==> src/sv/streaming_phrase_matcher_assert.svh <==
// ----------------------------------------------------------------------------
// Streaming phrase matcher assertion macros
// Shared concurrent assertion forms used by the matcher's checks.
// ----------------------------------------------------------------------------
`ifndef STREAMING_PHRASE_MATCHER_ASSERT_SVH
`define STREAMING_PHRASE_MATCHER_ASSERT_SVH

// Same-cycle implication, disabled during reset.
`define SPM_ASSERT_NOW(label, clk, rst, ante, cons, msg) \
   label: assert property (@(posedge clk) disable iff (rst) (ante) |-> (cons)) \
      else $error(msg);

// Next-cycle implication, disabled during reset.
`define SPM_ASSERT_NEXT(label, clk, rst, ante, cons, msg) \
   label: assert property (@(posedge clk) disable iff (rst) (ante) |=> (cons)) \
      else $error(msg);

`endif

==> src/sv/spm_pkg.sv <==
// ----------------------------------------------------------------------------
// Streaming phrase matcher package
// Request and response types, register indexes and codes for the matcher.
// ----------------------------------------------------------------------------
package spm_pkg;

   localparam int MAX_PATTERN_DEFAULT = 8;
   localparam int COLUMN_BITS_DEFAULT = 16;

   localparam int PATTERN_BITS = 64;
   localparam int LENGTH_BITS  = 4;
   localparam int CSR_INDEX_BITS = 1;

   localparam logic [CSR_INDEX_BITS-1:0] CSR_PATTERN_BYTES  = 1'd0;
   localparam logic [CSR_INDEX_BITS-1:0] CSR_PATTERN_LENGTH = 1'd1;

   localparam logic REQ_TEXT = 1'b0;
   localparam logic REQ_END  = 1'b1;

   localparam logic KIND_MATCH = 1'b0;
   localparam logic KIND_TOTAL = 1'b1;

   localparam logic [7:0] NEWLINE_BYTE = 8'd10;

   typedef struct packed {
      logic       req_type;
      logic [7:0] text_byte;
   } spm_req_type;

   typedef struct packed {
      logic        result_kind;
      logic [31:0] match_line;
      logic [15:0] match_column;
      logic [31:0] found_total;
   } spm_rsp_type;

endpackage

==> src/sv/streaming_phrase_matcher.sv <==
// ----------------------------------------------------------------------------
// Streaming phrase matcher
// Byte-stream substring search reporting line, column and running total.
// ----------------------------------------------------------------------------
// The matcher accepts one request per clock cycle while not stalled, text
// bytes or an end marker, and produces at most one response per request,
// registered, visible in the cycle after acceptance. All work for a byte (the
// window shift, the compare against every possible pattern length, and the
// line, column and count updates) is done in a single pass of logic between
// the request port and the response register, so the sustained rate is one
// request per cycle. The response register holds a result until it is taken;
// the input stalls only while that register is full and the downstream side
// stalls. A match is reported when the newest pattern_length bytes equal the
// pattern and all lie in the current line (the final byte may be the
// newline). Overlapping matches all count. An end request returns the running
// total with zero line and column and leaves all state untouched. Line and
// match counters saturate at 2^32-1, the column at 2^COLUMN_BITS-1. The
// configuration registers may only be written while the matcher is idle.
// ----------------------------------------------------------------------------
module streaming_phrase_matcher
   import spm_pkg::*;
#(
   parameter int MAX_PATTERN = MAX_PATTERN_DEFAULT,
   parameter int COLUMN_BITS = COLUMN_BITS_DEFAULT
) (
   input  logic                      clock,
   input  logic                      reset,
   input  logic                      req_valid,
   output logic                      req_stall,
   input  spm_req_type               req_data,
   output logic                      rsp_valid,
   input  logic                      rsp_stall,
   output spm_rsp_type               rsp_data,
   input  logic                      csr_we,
   input  logic [CSR_INDEX_BITS-1:0] csr_index,
   input  logic [PATTERN_BITS-1:0]   csr_wdata
);

   `include "streaming_phrase_matcher_assert.svh"

   // Configuration registers.
   logic [PATTERN_BITS-1:0] pattern_ff;
   logic [LENGTH_BITS-1:0]  length_ff;

   // Matcher state.
   logic [7:0]             window_ff [MAX_PATTERN];
   logic [7:0]             window_in [MAX_PATTERN];
   logic [31:0]            line_ff, line_in;
   logic [COLUMN_BITS-1:0] column_ff, column_in;
   logic [31:0]            count_ff, count_in;

   // Response register.
   logic        rsp_valid_ff, rsp_valid_in;
   spm_rsp_type rsp_data_ff, rsp_data_in;

   logic                   req_accept;
   logic                   is_text;
   logic                   is_newline;
   logic [LENGTH_BITS-1:0] eff_length;
   logic [LENGTH_BITS-1:0] eff_length_m1;
   logic [MAX_PATTERN-1:0] hit_by_length;
   logic                   hit;
   logic [COLUMN_BITS-1:0] start_column;
   logic [COLUMN_BITS+15:0] start_column_ext;

   // A new request may enter whenever the response register is free or is
   // being drained in this same cycle.
   assign req_stall  = rsp_valid_ff & rsp_stall;
   assign req_accept = req_valid & ~req_stall;
   assign is_text    = (req_data.req_type == REQ_TEXT);
   assign is_newline = (req_data.text_byte == NEWLINE_BYTE);

   // Length zero acts as one; lengths beyond the window act as its depth.
   always_comb begin
      if (length_ff == '0) begin
         eff_length = LENGTH_BITS'(1);
      end else if (length_ff > LENGTH_BITS'(MAX_PATTERN)) begin
         eff_length = LENGTH_BITS'(MAX_PATTERN);
      end else begin
         eff_length = length_ff;
      end
   end
   assign eff_length_m1 = eff_length - LENGTH_BITS'(1);

   // Shifted window: entry 0 holds the incoming byte.
   always_comb begin
      window_in[0] = req_data.text_byte;
      for (int j = 1; j < MAX_PATTERN; j++) begin
         window_in[j] = window_ff[j-1];
      end
   end

   // Compare against every candidate length at once, then pick the one in use.
   always_comb begin
      for (int l = 0; l < MAX_PATTERN; l++) begin
         hit_by_length[l] = 1'b1;
         for (int k = 0; k <= l; k++) begin
            if (window_in[l-k] != pattern_ff[8*k +: 8]) begin
               hit_by_length[l] = 1'b0;
            end
         end
      end
   end

   always_comb begin
      hit = 1'b0;
      for (int l = 0; l < MAX_PATTERN; l++) begin
         if (eff_length_m1 == LENGTH_BITS'(l)) begin
            hit = hit_by_length[l];
         end
      end
      // Every matched byte must belong to the current line.
      if (column_ff < COLUMN_BITS'(eff_length_m1)) begin
         hit = 1'b0;
      end
   end

   assign start_column     = column_ff - COLUMN_BITS'(eff_length_m1);
   assign start_column_ext = {16'd0, start_column};

   // Counter updates for a text byte.
   always_comb begin
      count_in  = count_ff;
      line_in   = line_ff;
      column_in = column_ff;
      if (hit && (count_ff != '1)) begin
         count_in = count_ff + 32'd1;
      end
      if (is_newline) begin
         if (line_ff != '1) begin
            line_in = line_ff + 32'd1;
         end
         column_in = '0;
      end else if (column_ff != '1) begin
         column_in = column_ff + COLUMN_BITS'(1);
      end
   end

   // Response for the request being accepted.
   always_comb begin
      rsp_valid_in = rsp_valid_ff & rsp_stall;
      rsp_data_in  = rsp_data_ff;
      if (req_accept) begin
         if (!is_text) begin
            rsp_valid_in             = 1'b1;
            rsp_data_in.result_kind  = KIND_TOTAL;
            rsp_data_in.match_line   = '0;
            rsp_data_in.match_column = '0;
            rsp_data_in.found_total  = count_ff;
         end else begin
            rsp_valid_in             = hit;
            rsp_data_in.result_kind  = KIND_MATCH;
            // A match closed by a newline started on the line just ended.
            rsp_data_in.match_line   = is_newline ? (line_in - 32'd1) : line_ff;
            rsp_data_in.match_column = start_column_ext[15:0];
            rsp_data_in.found_total  = count_in;
         end
      end
   end

   always_ff @(posedge clock) begin
      if (reset) begin
         pattern_ff   <= '0;
         length_ff    <= LENGTH_BITS'(1);
         line_ff      <= '0;
         column_ff    <= '0;
         count_ff     <= '0;
         rsp_valid_ff <= 1'b0;
         for (int j = 0; j < MAX_PATTERN; j++) begin
            window_ff[j] <= '0;
         end
      end else begin
         if (csr_we) begin
            case (csr_index)
               CSR_PATTERN_BYTES:  pattern_ff <= csr_wdata;
               CSR_PATTERN_LENGTH: length_ff  <= csr_wdata[LENGTH_BITS-1:0];
               default: ;
            endcase
         end
         if (req_accept && is_text) begin
            line_ff   <= line_in;
            column_ff <= column_in;
            count_ff  <= count_in;
            for (int j = 0; j < MAX_PATTERN; j++) begin
               window_ff[j] <= window_in[j];
            end
         end
         rsp_valid_ff <= rsp_valid_in;
      end
      rsp_data_ff <= rsp_data_in;
   end

   assign rsp_valid = rsp_valid_ff;
   assign rsp_data  = rsp_data_ff;

   // A held response must never be overwritten by a new request.
   `SPM_ASSERT_NOW(a_no_accept_when_blocked, clock, reset, rsp_valid_ff && rsp_stall, !req_accept, "request accepted while response blocked")
   // The match count never goes backward.
   `SPM_ASSERT_NEXT(a_count_monotonic, clock, reset, 1'b1, count_ff >= $past(count_ff), "match count decreased")
   // A newline always restarts the column.
   `SPM_ASSERT_NEXT(a_newline_clears_column, clock, reset, req_accept && is_text && is_newline, column_ff == '0, "column not cleared by newline")
   // A reported match is always included in the total it carries.
   `SPM_ASSERT_NOW(a_match_total_nonzero, clock, reset, rsp_valid_ff && (rsp_data_ff.result_kind == KIND_MATCH), rsp_data_ff.found_total != '0, "match reported with zero total")

endmodule
==> config.mk <==
export PLATFORM = sky130hd
export DESIGN_NAME = streaming_phrase_matcher
export DESIGN_NICKNAME = d
export VERILOG_FILES = /design/src/sv/spm_pkg.sv /design/src/sv/streaming_phrase_matcher.sv
export VERILOG_INCLUDE_DIRS = /design/src /design/src/sv
export SDC_FILE = /design/constraint.sdc
export NUM_CORES = 1
export LEC_CHECK = 0
export BUFFER_PORTS_ARGS = -buffer_cell sky130_fd_sc_hd__buf_4
export CAP_MARGIN = 40
export CORE_MARGIN = 2
export CORE_UTILIZATION = 55
export CTS_CLUSTER_DIAMETER = 150
export CTS_CLUSTER_SIZE = 14
export DETAILED_ROUTE_END_ITERATION = 8
export PLACE_DENSITY = 0.75
export SYNTH_ARGS = -nofsm -noshare
export SYNTH_HDL_FRONTEND = slang
export SYNTH_SLANG_ARGS = --single-unit
==> constraint.sdc <==
create_clock -name clock -period 10.5 [get_ports clock]
set_input_delay 2.1 -clock clock [delete_from_list [all_inputs] [get_ports clock]]
set_output_delay 2.1 -clock clock [all_outputs]
set_load 0.01 [all_outputs]
==> impl_metrics.py, run 1 <==
metrics = {
    "run_status": {
        "status": "finished, final reports clean",
    },
    "grt": {
        "grt_pass1_vias": 13900,
        "antenna_found_initial": 0,
        "grt_usage_pct": 31.8,
        "grt_pass1_wl_mm": 81.9,
        "grt_max_degree": 80,
        "gr-total-overflow": 0,
    },
    "synth": {
        "synth_cells": 1947,
        "synth_compound_area_share_pct": 9.41,
        "ys_warn_count": 0,
        "synth_top_family_by_area": "simple AND/OR/NAND/NOR gates",
        "synthesis.area_mm2": 0.0175,
        "ys_ff_latch": 286,
        "syn_avg_cell_area_um2": 8.97,
        "synth_flop_cell": "dfxtp_1",
        "synth_top_area_share_pct": 23.6,
        "synth_top_area_cell": "edfxtp_1",
        "synthesis.nets": 2039,
        "synth_adder_area_share_pct": 0.974,
        "synthTopCellsByCount": "xor2_1 (261), nand2_1 (196), dfxtp_1 (149)",
        "netlist-cell-type-count": 79,
        "muxShareOfSynthArea_pct": 1.38,
        "synthTopCellsByArea": "edfxtp_1 (24%), dfxtp_1 (17%), xor2_1 (13%), xnor2_1 (6.5%), nand2_1 (4.2%)",
        "async_reset_ff_share_pct": 0,
        "synth_edf_count": 137,
        "synthSimpleGateAreaFrac_pct": 23.2,
        "yosysSeqAreaShare_pct": 40.6,
        "synth.most_common_cell": "xor2_1",
        "synth-xor-area-share_pct": 19.6,
    },
    "clocking": {
        "clock_path_buffers": 3,
        "clock-root-buffer": "clkbuf_16",
        "cts_setup_buffers": 0,
        "clk_latency_ps": 550,
        "cts_tree": "done",
        "htree_levels": 1,
        "cts_hold_buf": 0,
        "cts_made_buffers": 24,
        "cts.sinks": 286,
        "clk_pin_slew_ps": 70,
        "cts.repair.resized": 0,
    },
    "worst_setup_path": {
        "crit_buf_inv": 3,
        "cp.arrival_ps": 6180,
        "crit_type": "input pin to flip-flop",
        "worstPathCellList": "buf_4 > nor4bb_2 > clkbuf_4 > nand2_1 > buf_4 > a31oi_1 > mux2i_1 > ha_1 > nand3_1 > or3_1 > nor2_2 > and4b_1 > mux2i_1 > mux2_1",
        "end_kind": "flip-flop",
        "critPathMaxFanout": 30,
        "rrSetupSlack_ps": 5770,
        "cp_slowest_cell": "or3_1",
        "critPathLaunchType": "input pin",
        "critPathTopFamily": "simple AND/OR/NAND/NOR gates",
        "crit_required_ps": 10790,
        "slowest_delay_ps": 590,
    },
    "final_layout": {
        "num_antenna_cells": 0,
        "syn_to_final_growth_pct": 10.9,
        "fill_cells": 2726,
        "drive_gt1_share_pct": 13.4,
        "fin_area_mm2": 0.0194,
        "final_nets": 2067,
    },
    "sta": {
        "setup_viol": 0,
        "hold_violations": 0,
        "worstMarginPinSlew_ps": 908,
        "drv_slew": 0,
        "layout_setup_ws_ps": 4610,
        "tns_ps": 0,
        "maxSlewHeadroom_pct": 39.5,
        "clock.fmax_mhz": 170,
        "rsz0062_at_grt": "no",
        "timing.hold.ws_ps": 465,
        "fin_worst_skew_ps": 19.1,
        "post-route-min-period_ps": 5890,
        "timing.final.crit_share_pct": 56.1,
    },
    "routing": {
        "num_vias": 14600,
        "firstDrtPassIters": 5,
        "drc": 0,
        "drt-total-wl_mm": 53.0,
        "ant_nets": 0,
        "routedWlPerCell_um": 22.1,
        "drtIter0Drc": 1544,
        "viasPerCell": 6.11,
    },
    "place": {
        "preCtsSetupSlack_ps": 3770,
        "port_buffers": 161,
        "placed_cell_area_mm2": 0.0187,
        "dp_hpwl_mm": 37.5,
        "finalWeightedCongestion": 1.02,
    },
    "min_path": {
        "hold_class": "flip-flop to flip-flop",
    },
    "run": {
        "maxCapViolCount": 0,
    },
    "die": {
        "io_pins": 162,
        "start_util_pct": 55.6,
        "die_area_mm2": 0.0332,
        "rows": 65,
        "die_h_um": 182,
        "fp.dieW_um": 182,
        "core_area_mm2": 0.0314,
    },
    "pwr": {
        "vdd_drop_max_mv": 0.106,
        "finalPower_uw": 2490,
        "p_per_area_mw_per_mm2": 129,
        "p_leak_uw": 0.00764,
    },
}
worst paths after layout:
kind / startpoint / to / cells past startpoint
max: req_data[3] / rsp_data[78] / 14
min: length_ff[0] / length_ff[0] / 1
max reg2reg: line_ff[20] / rsp_data[78] / 11
min reg2reg: length_ff[0] / length_ff[0] / 1
worst reg2reg max path, stage by stage, from the launching register on:
cell and delay [ps]:
dfxtp_1 600, nand2_1 260, nor4_4 770, a31oi_1 440
mux2i_1 330, ha_1 280, nand3_1 220, or3_1 590
nor2_2 210, and4b_1 240, mux2i_1 210, mux2_1 330
metrics by stage:
stage          util [%]  instances
5_1_grt            61.7       2395
3_5_place_dp       59.4       2350
6_report           61.7       2395
4_1_cts            61.7       2394
3_3_place_gp       59.2       2346
2_1_floorplan         -       1947
report_power, final:
part / internal (µW) / switching [µW]
Combinational: 148 / 182
Clock: 445 / 410
Sequential: 1220 / 86.6
Total: 1810 / 679
placed cells by master, fill, tap and decap left out, types with 53 or more instances in the layout:
cell type and count:
a21oi_1 131, nand2_1 196, nand4_1 58, and2_1 53, xor2_1 261, dfxtp_1 149
buf_4 177, nor2_1 124, edfxtp_1 137, nor4_1 69, xnor2_1 130
registers in the layout, indices dropped and copies added, names as in the netlist:
name and flops:
rsp_data 81, pattern_ff 64, window_ff 56, count_ff 32, line_ff 32, column_ff 16, length_ff 4, rsp_valid 1
cell type report:
cell class,instances,area [µm²],area share [%]
flip-flops and latches,286,7100,36.7
multi-input cells,1460,9580,49.5
well taps,402,503,2.60
inverters,22,82.6,0.426
clock inverters,1,8.76,0.0452
repair buffers,181,1400,7.24
clock buffers,43,693,3.58
kinds of logic after synthesis:
logic type | after synthesis
muxes | 22
AOI/OAI and AO/OA | 271
buffers and inverters | 201
DFF | 286
other | 1
adders and majority gates | 13
and+or+nand+nor | 762
xor gates and xnor gates | 391
routing by layer:
| layer | track usage (%) | part of all wire [%] | wire, µm |
|---|---|---|---|
| met1 | 44.6 | 45 | 23700 |
| met2 | 51.6 | 45 | 23700 |
| met3 | 4.57 | 7.8 | 4150 |
| met4 | 8.52 | 2.8 | 1470 |
| met5 | 0 | 0 | 0 |
(Power assumes the default switching activity.)
==> run 2, diff against run 1 <==
==> constraint.sdc (replaced) <==
create_clock -name clock -period 6 [get_ports clock]
set_input_delay 1.2 -clock clock [delete_from_list [all_inputs] [get_ports clock]]
set_output_delay 1.2 -clock clock [all_outputs]
set_load 0.01 [all_outputs]
==> run 2 against run 1 <==
Compared with the run above: register-to-register slack got worse by 4600 ps; via count fell by 0.70%; sequential share of layout area barely moved; hold slack improved by 5.1 ps; total power rose by 74%; first-iteration DRC count rose by 5.0%; cell count barely moved; sequential power rose by 75%; largest cell class unchanged.
==> impl_metrics.py, run 2 (synthesis gave the netlist of run 1 again) <==
metrics = {
    "worst_setup_path": {
        "crit_type": "flip-flop to flip-flop",
        "crit_buf_inv": 3,
        "cp_slowest_cell": "xor2_1",
        "critPathMaxFanout": 19,
        "cp.arrival_ps": 5130,
        "critPathTopFamily": "compound AO/OA/AOI/OAI gates",
        "critPathLaunchType": "flip-flop",
        "end_kind": "flip-flop",
        "crit_required_ps": 6270,
        "path_common_cell": "nor2_1",
        "worstPathCellList": "nor2_1 > nor2_1 > nor2_1 > inv_1 > ha_1 > xor2_1 > ha_1 > a21o_1 > a21oi_1 > nand2_1 > o32ai_1 > buf_4 > nor4_1 > a21oi_2 > buf_6 > mux2_2",
        "slowest_delay_ps": 600,
    },
    "die": {
        "io_pins": 162,
        "start_util_pct": 55.6,
        "fp.dieW_um": 182,
        "rows": 65,
        "die_area_mm2": 0.0332,
        "die_h_um": 182,
        "core_area_mm2": 0.0314,
    },
    "clocking": {
        "cts.repair.resized": 0,
        "clk_pin_slew_ps": 70,
        "cts_made_buffers": 24,
        "cts_hold_buf": 0,
        "htree_levels": 1,
        "cts.sinks": 286,
        "clk_latency_ps": 550,
        "cts_tree": "done",
        "clock-root-buffer": "clkbuf_16",
        "clock_path_buffers": 3,
        "cts_setup_buffers": 0,
    },
    "grt": {
        "grt_max_degree": 83,
        "antenna_found_initial": 1,
        "grt_pass1_vias": 13600,
        "gr-total-overflow": 0,
        "grt_usage_pct": 29.8,
        "grt_pass1_wl_mm": 77.9,
    },
    "sta": {
        "post-route-min-period_ps": 4860,
        "clock.fmax_mhz": 206,
        "maxSlewHeadroom_pct": 38.8,
        "hold_violations": 0,
        "worstMarginPinSlew_ps": 911,
        "setup_viol": 0,
        "drv_slew": 0,
        "tns_ps": 0,
        "rsz0062_at_grt": "no",
        "timing.final.crit_share_pct": 81.0,
        "fin_worst_skew_ps": 32.4,
    },
    "routing": {
        "ant_nets": 0,
        "met2_length_mm": 21.7,
        "firstDrtPassIters": 6,
        "wl_met3_mm": 4.66,
        "drc": 0,
        "highest_layer": "met4",
        "viasPerCell": 6.07,
        "drt-total-wl_mm": 49.8,
        "drtIter0Drc": 1621,
        "routedWlPerCell_um": 20.8,
        "num_vias": 14500,
        "wl_met1_mm": 21.7,
    },
    "run": {
        "maxCapViolCount": 0,
    },
    "final_layout": {
        "final_nets": 2065,
        "layout_commonest_cell": "xor2_1",
        "layout_common_cells": "xor2_1 (261), nand2_1 (196), buf_4 (175)",
        "syn_to_final_growth_pct": 10.9,
        "drive_gt1_share_pct": 13.3,
        "largest_reg_flops": 81,
        "fill_cells": 2689,
        "utilization_pct": 61.7,
    },
    "place": {
        "finalWeightedCongestion": 1.11,
        "port_buffers": 161,
        "dp_hpwl_mm": 35.3,
    },
    "pwr": {
        "vdd_drop_max_mv": 0.198,
        "p_leak_uw": 0.00764,
        "p_per_area_mw_per_mm2": 223,
    },
    "run_status": {
        "status": "finished, final reports clean",
    },
    "min_path": {
        "hold_class": "flip-flop to flip-flop",
    },
}
==> run 2: changes by cell type in the layout (fill, tap and decap cells not counted), sizes merged <==
cell           previous run  this run
clkbuf                   44        43
clkdlybuf4s15             1         0
diode                     0         1
==> run 2: worst paths after layout <==
check          startpoint            to  slack, ps  cells past startpoint
min          length_ff[0]  length_ff[0]        470                      1
max          length_ff[2]   rsp_data[1]       1140                     16
max reg2reg  length_ff[2]   rsp_data[1]       1140                     16
min reg2reg  length_ff[0]  length_ff[0]        470                      1
==> run 2: where the power goes <==
| part | leakage (µW) | internal [µW] | total, µW | switching [µW] |
|---|---|---|---|---|
| registers | 0.00263 | 2130 | 2280 | 151 |
| logic | 0.00467 | 259 | 567 | 309 |
| clock network | 0.000334 | 780 | 1480 | 698 |
==> run 2: stage by stage <==
stage | area (µm²) | hold WS (ps) | setup slack [ps] | power (µW) | instances
after floorplan | 17500 | 436 | 693 | 2640 | 1947
after global placement | 18600 | 453 | 907 | 2860 | 2345
after detailed placement | 18700 | 452 | 797 | 2880 | 2349
after CTS | 19400 | 469 | 1180 | 4350 | 2393
after global routing | 19400 | 495 | 841 | 4480 | 2394
final | 19400 | 470 | 1140 | 4320 | 2394
==> run 2: routing by layer <==
metal / vias up / track usage (%)
li1: 6817 / -
met1: 6862 / 42.0
met2: 741 / 46.1
met3: 122 / 5.35
met4: 0 / 10.7
met5: - / 0
==> run 2: area by class of cell <==
type,instances,area [µm²],area share (%)
antenna,1,2.50,0.0129
timing repair buffer,179,1410,7.27
clock inverter,1,8.76,0.0452
multi-input combinational,1460,9580,49.4
sequential,286,7100,36.6
inverter,22,82.6,0.426
clock buffer,43,693,3.58
tap,402,503,2.60
==> run 2: worst reg2reg max path, delay by kind of cell (launching register included) <==
family / cells / cell delay [ps]
adder cells (fa/ha/maj): 2 / 640
multiplexers: 1 / 360
flip-flops: 1 / 340
AND/OR/NAND/NOR: 5 / 660
AO/OA/AOI/OAI: 4 / 1390
XOR/XNOR: 1 / 600
buffers and inverters: 3 / 610
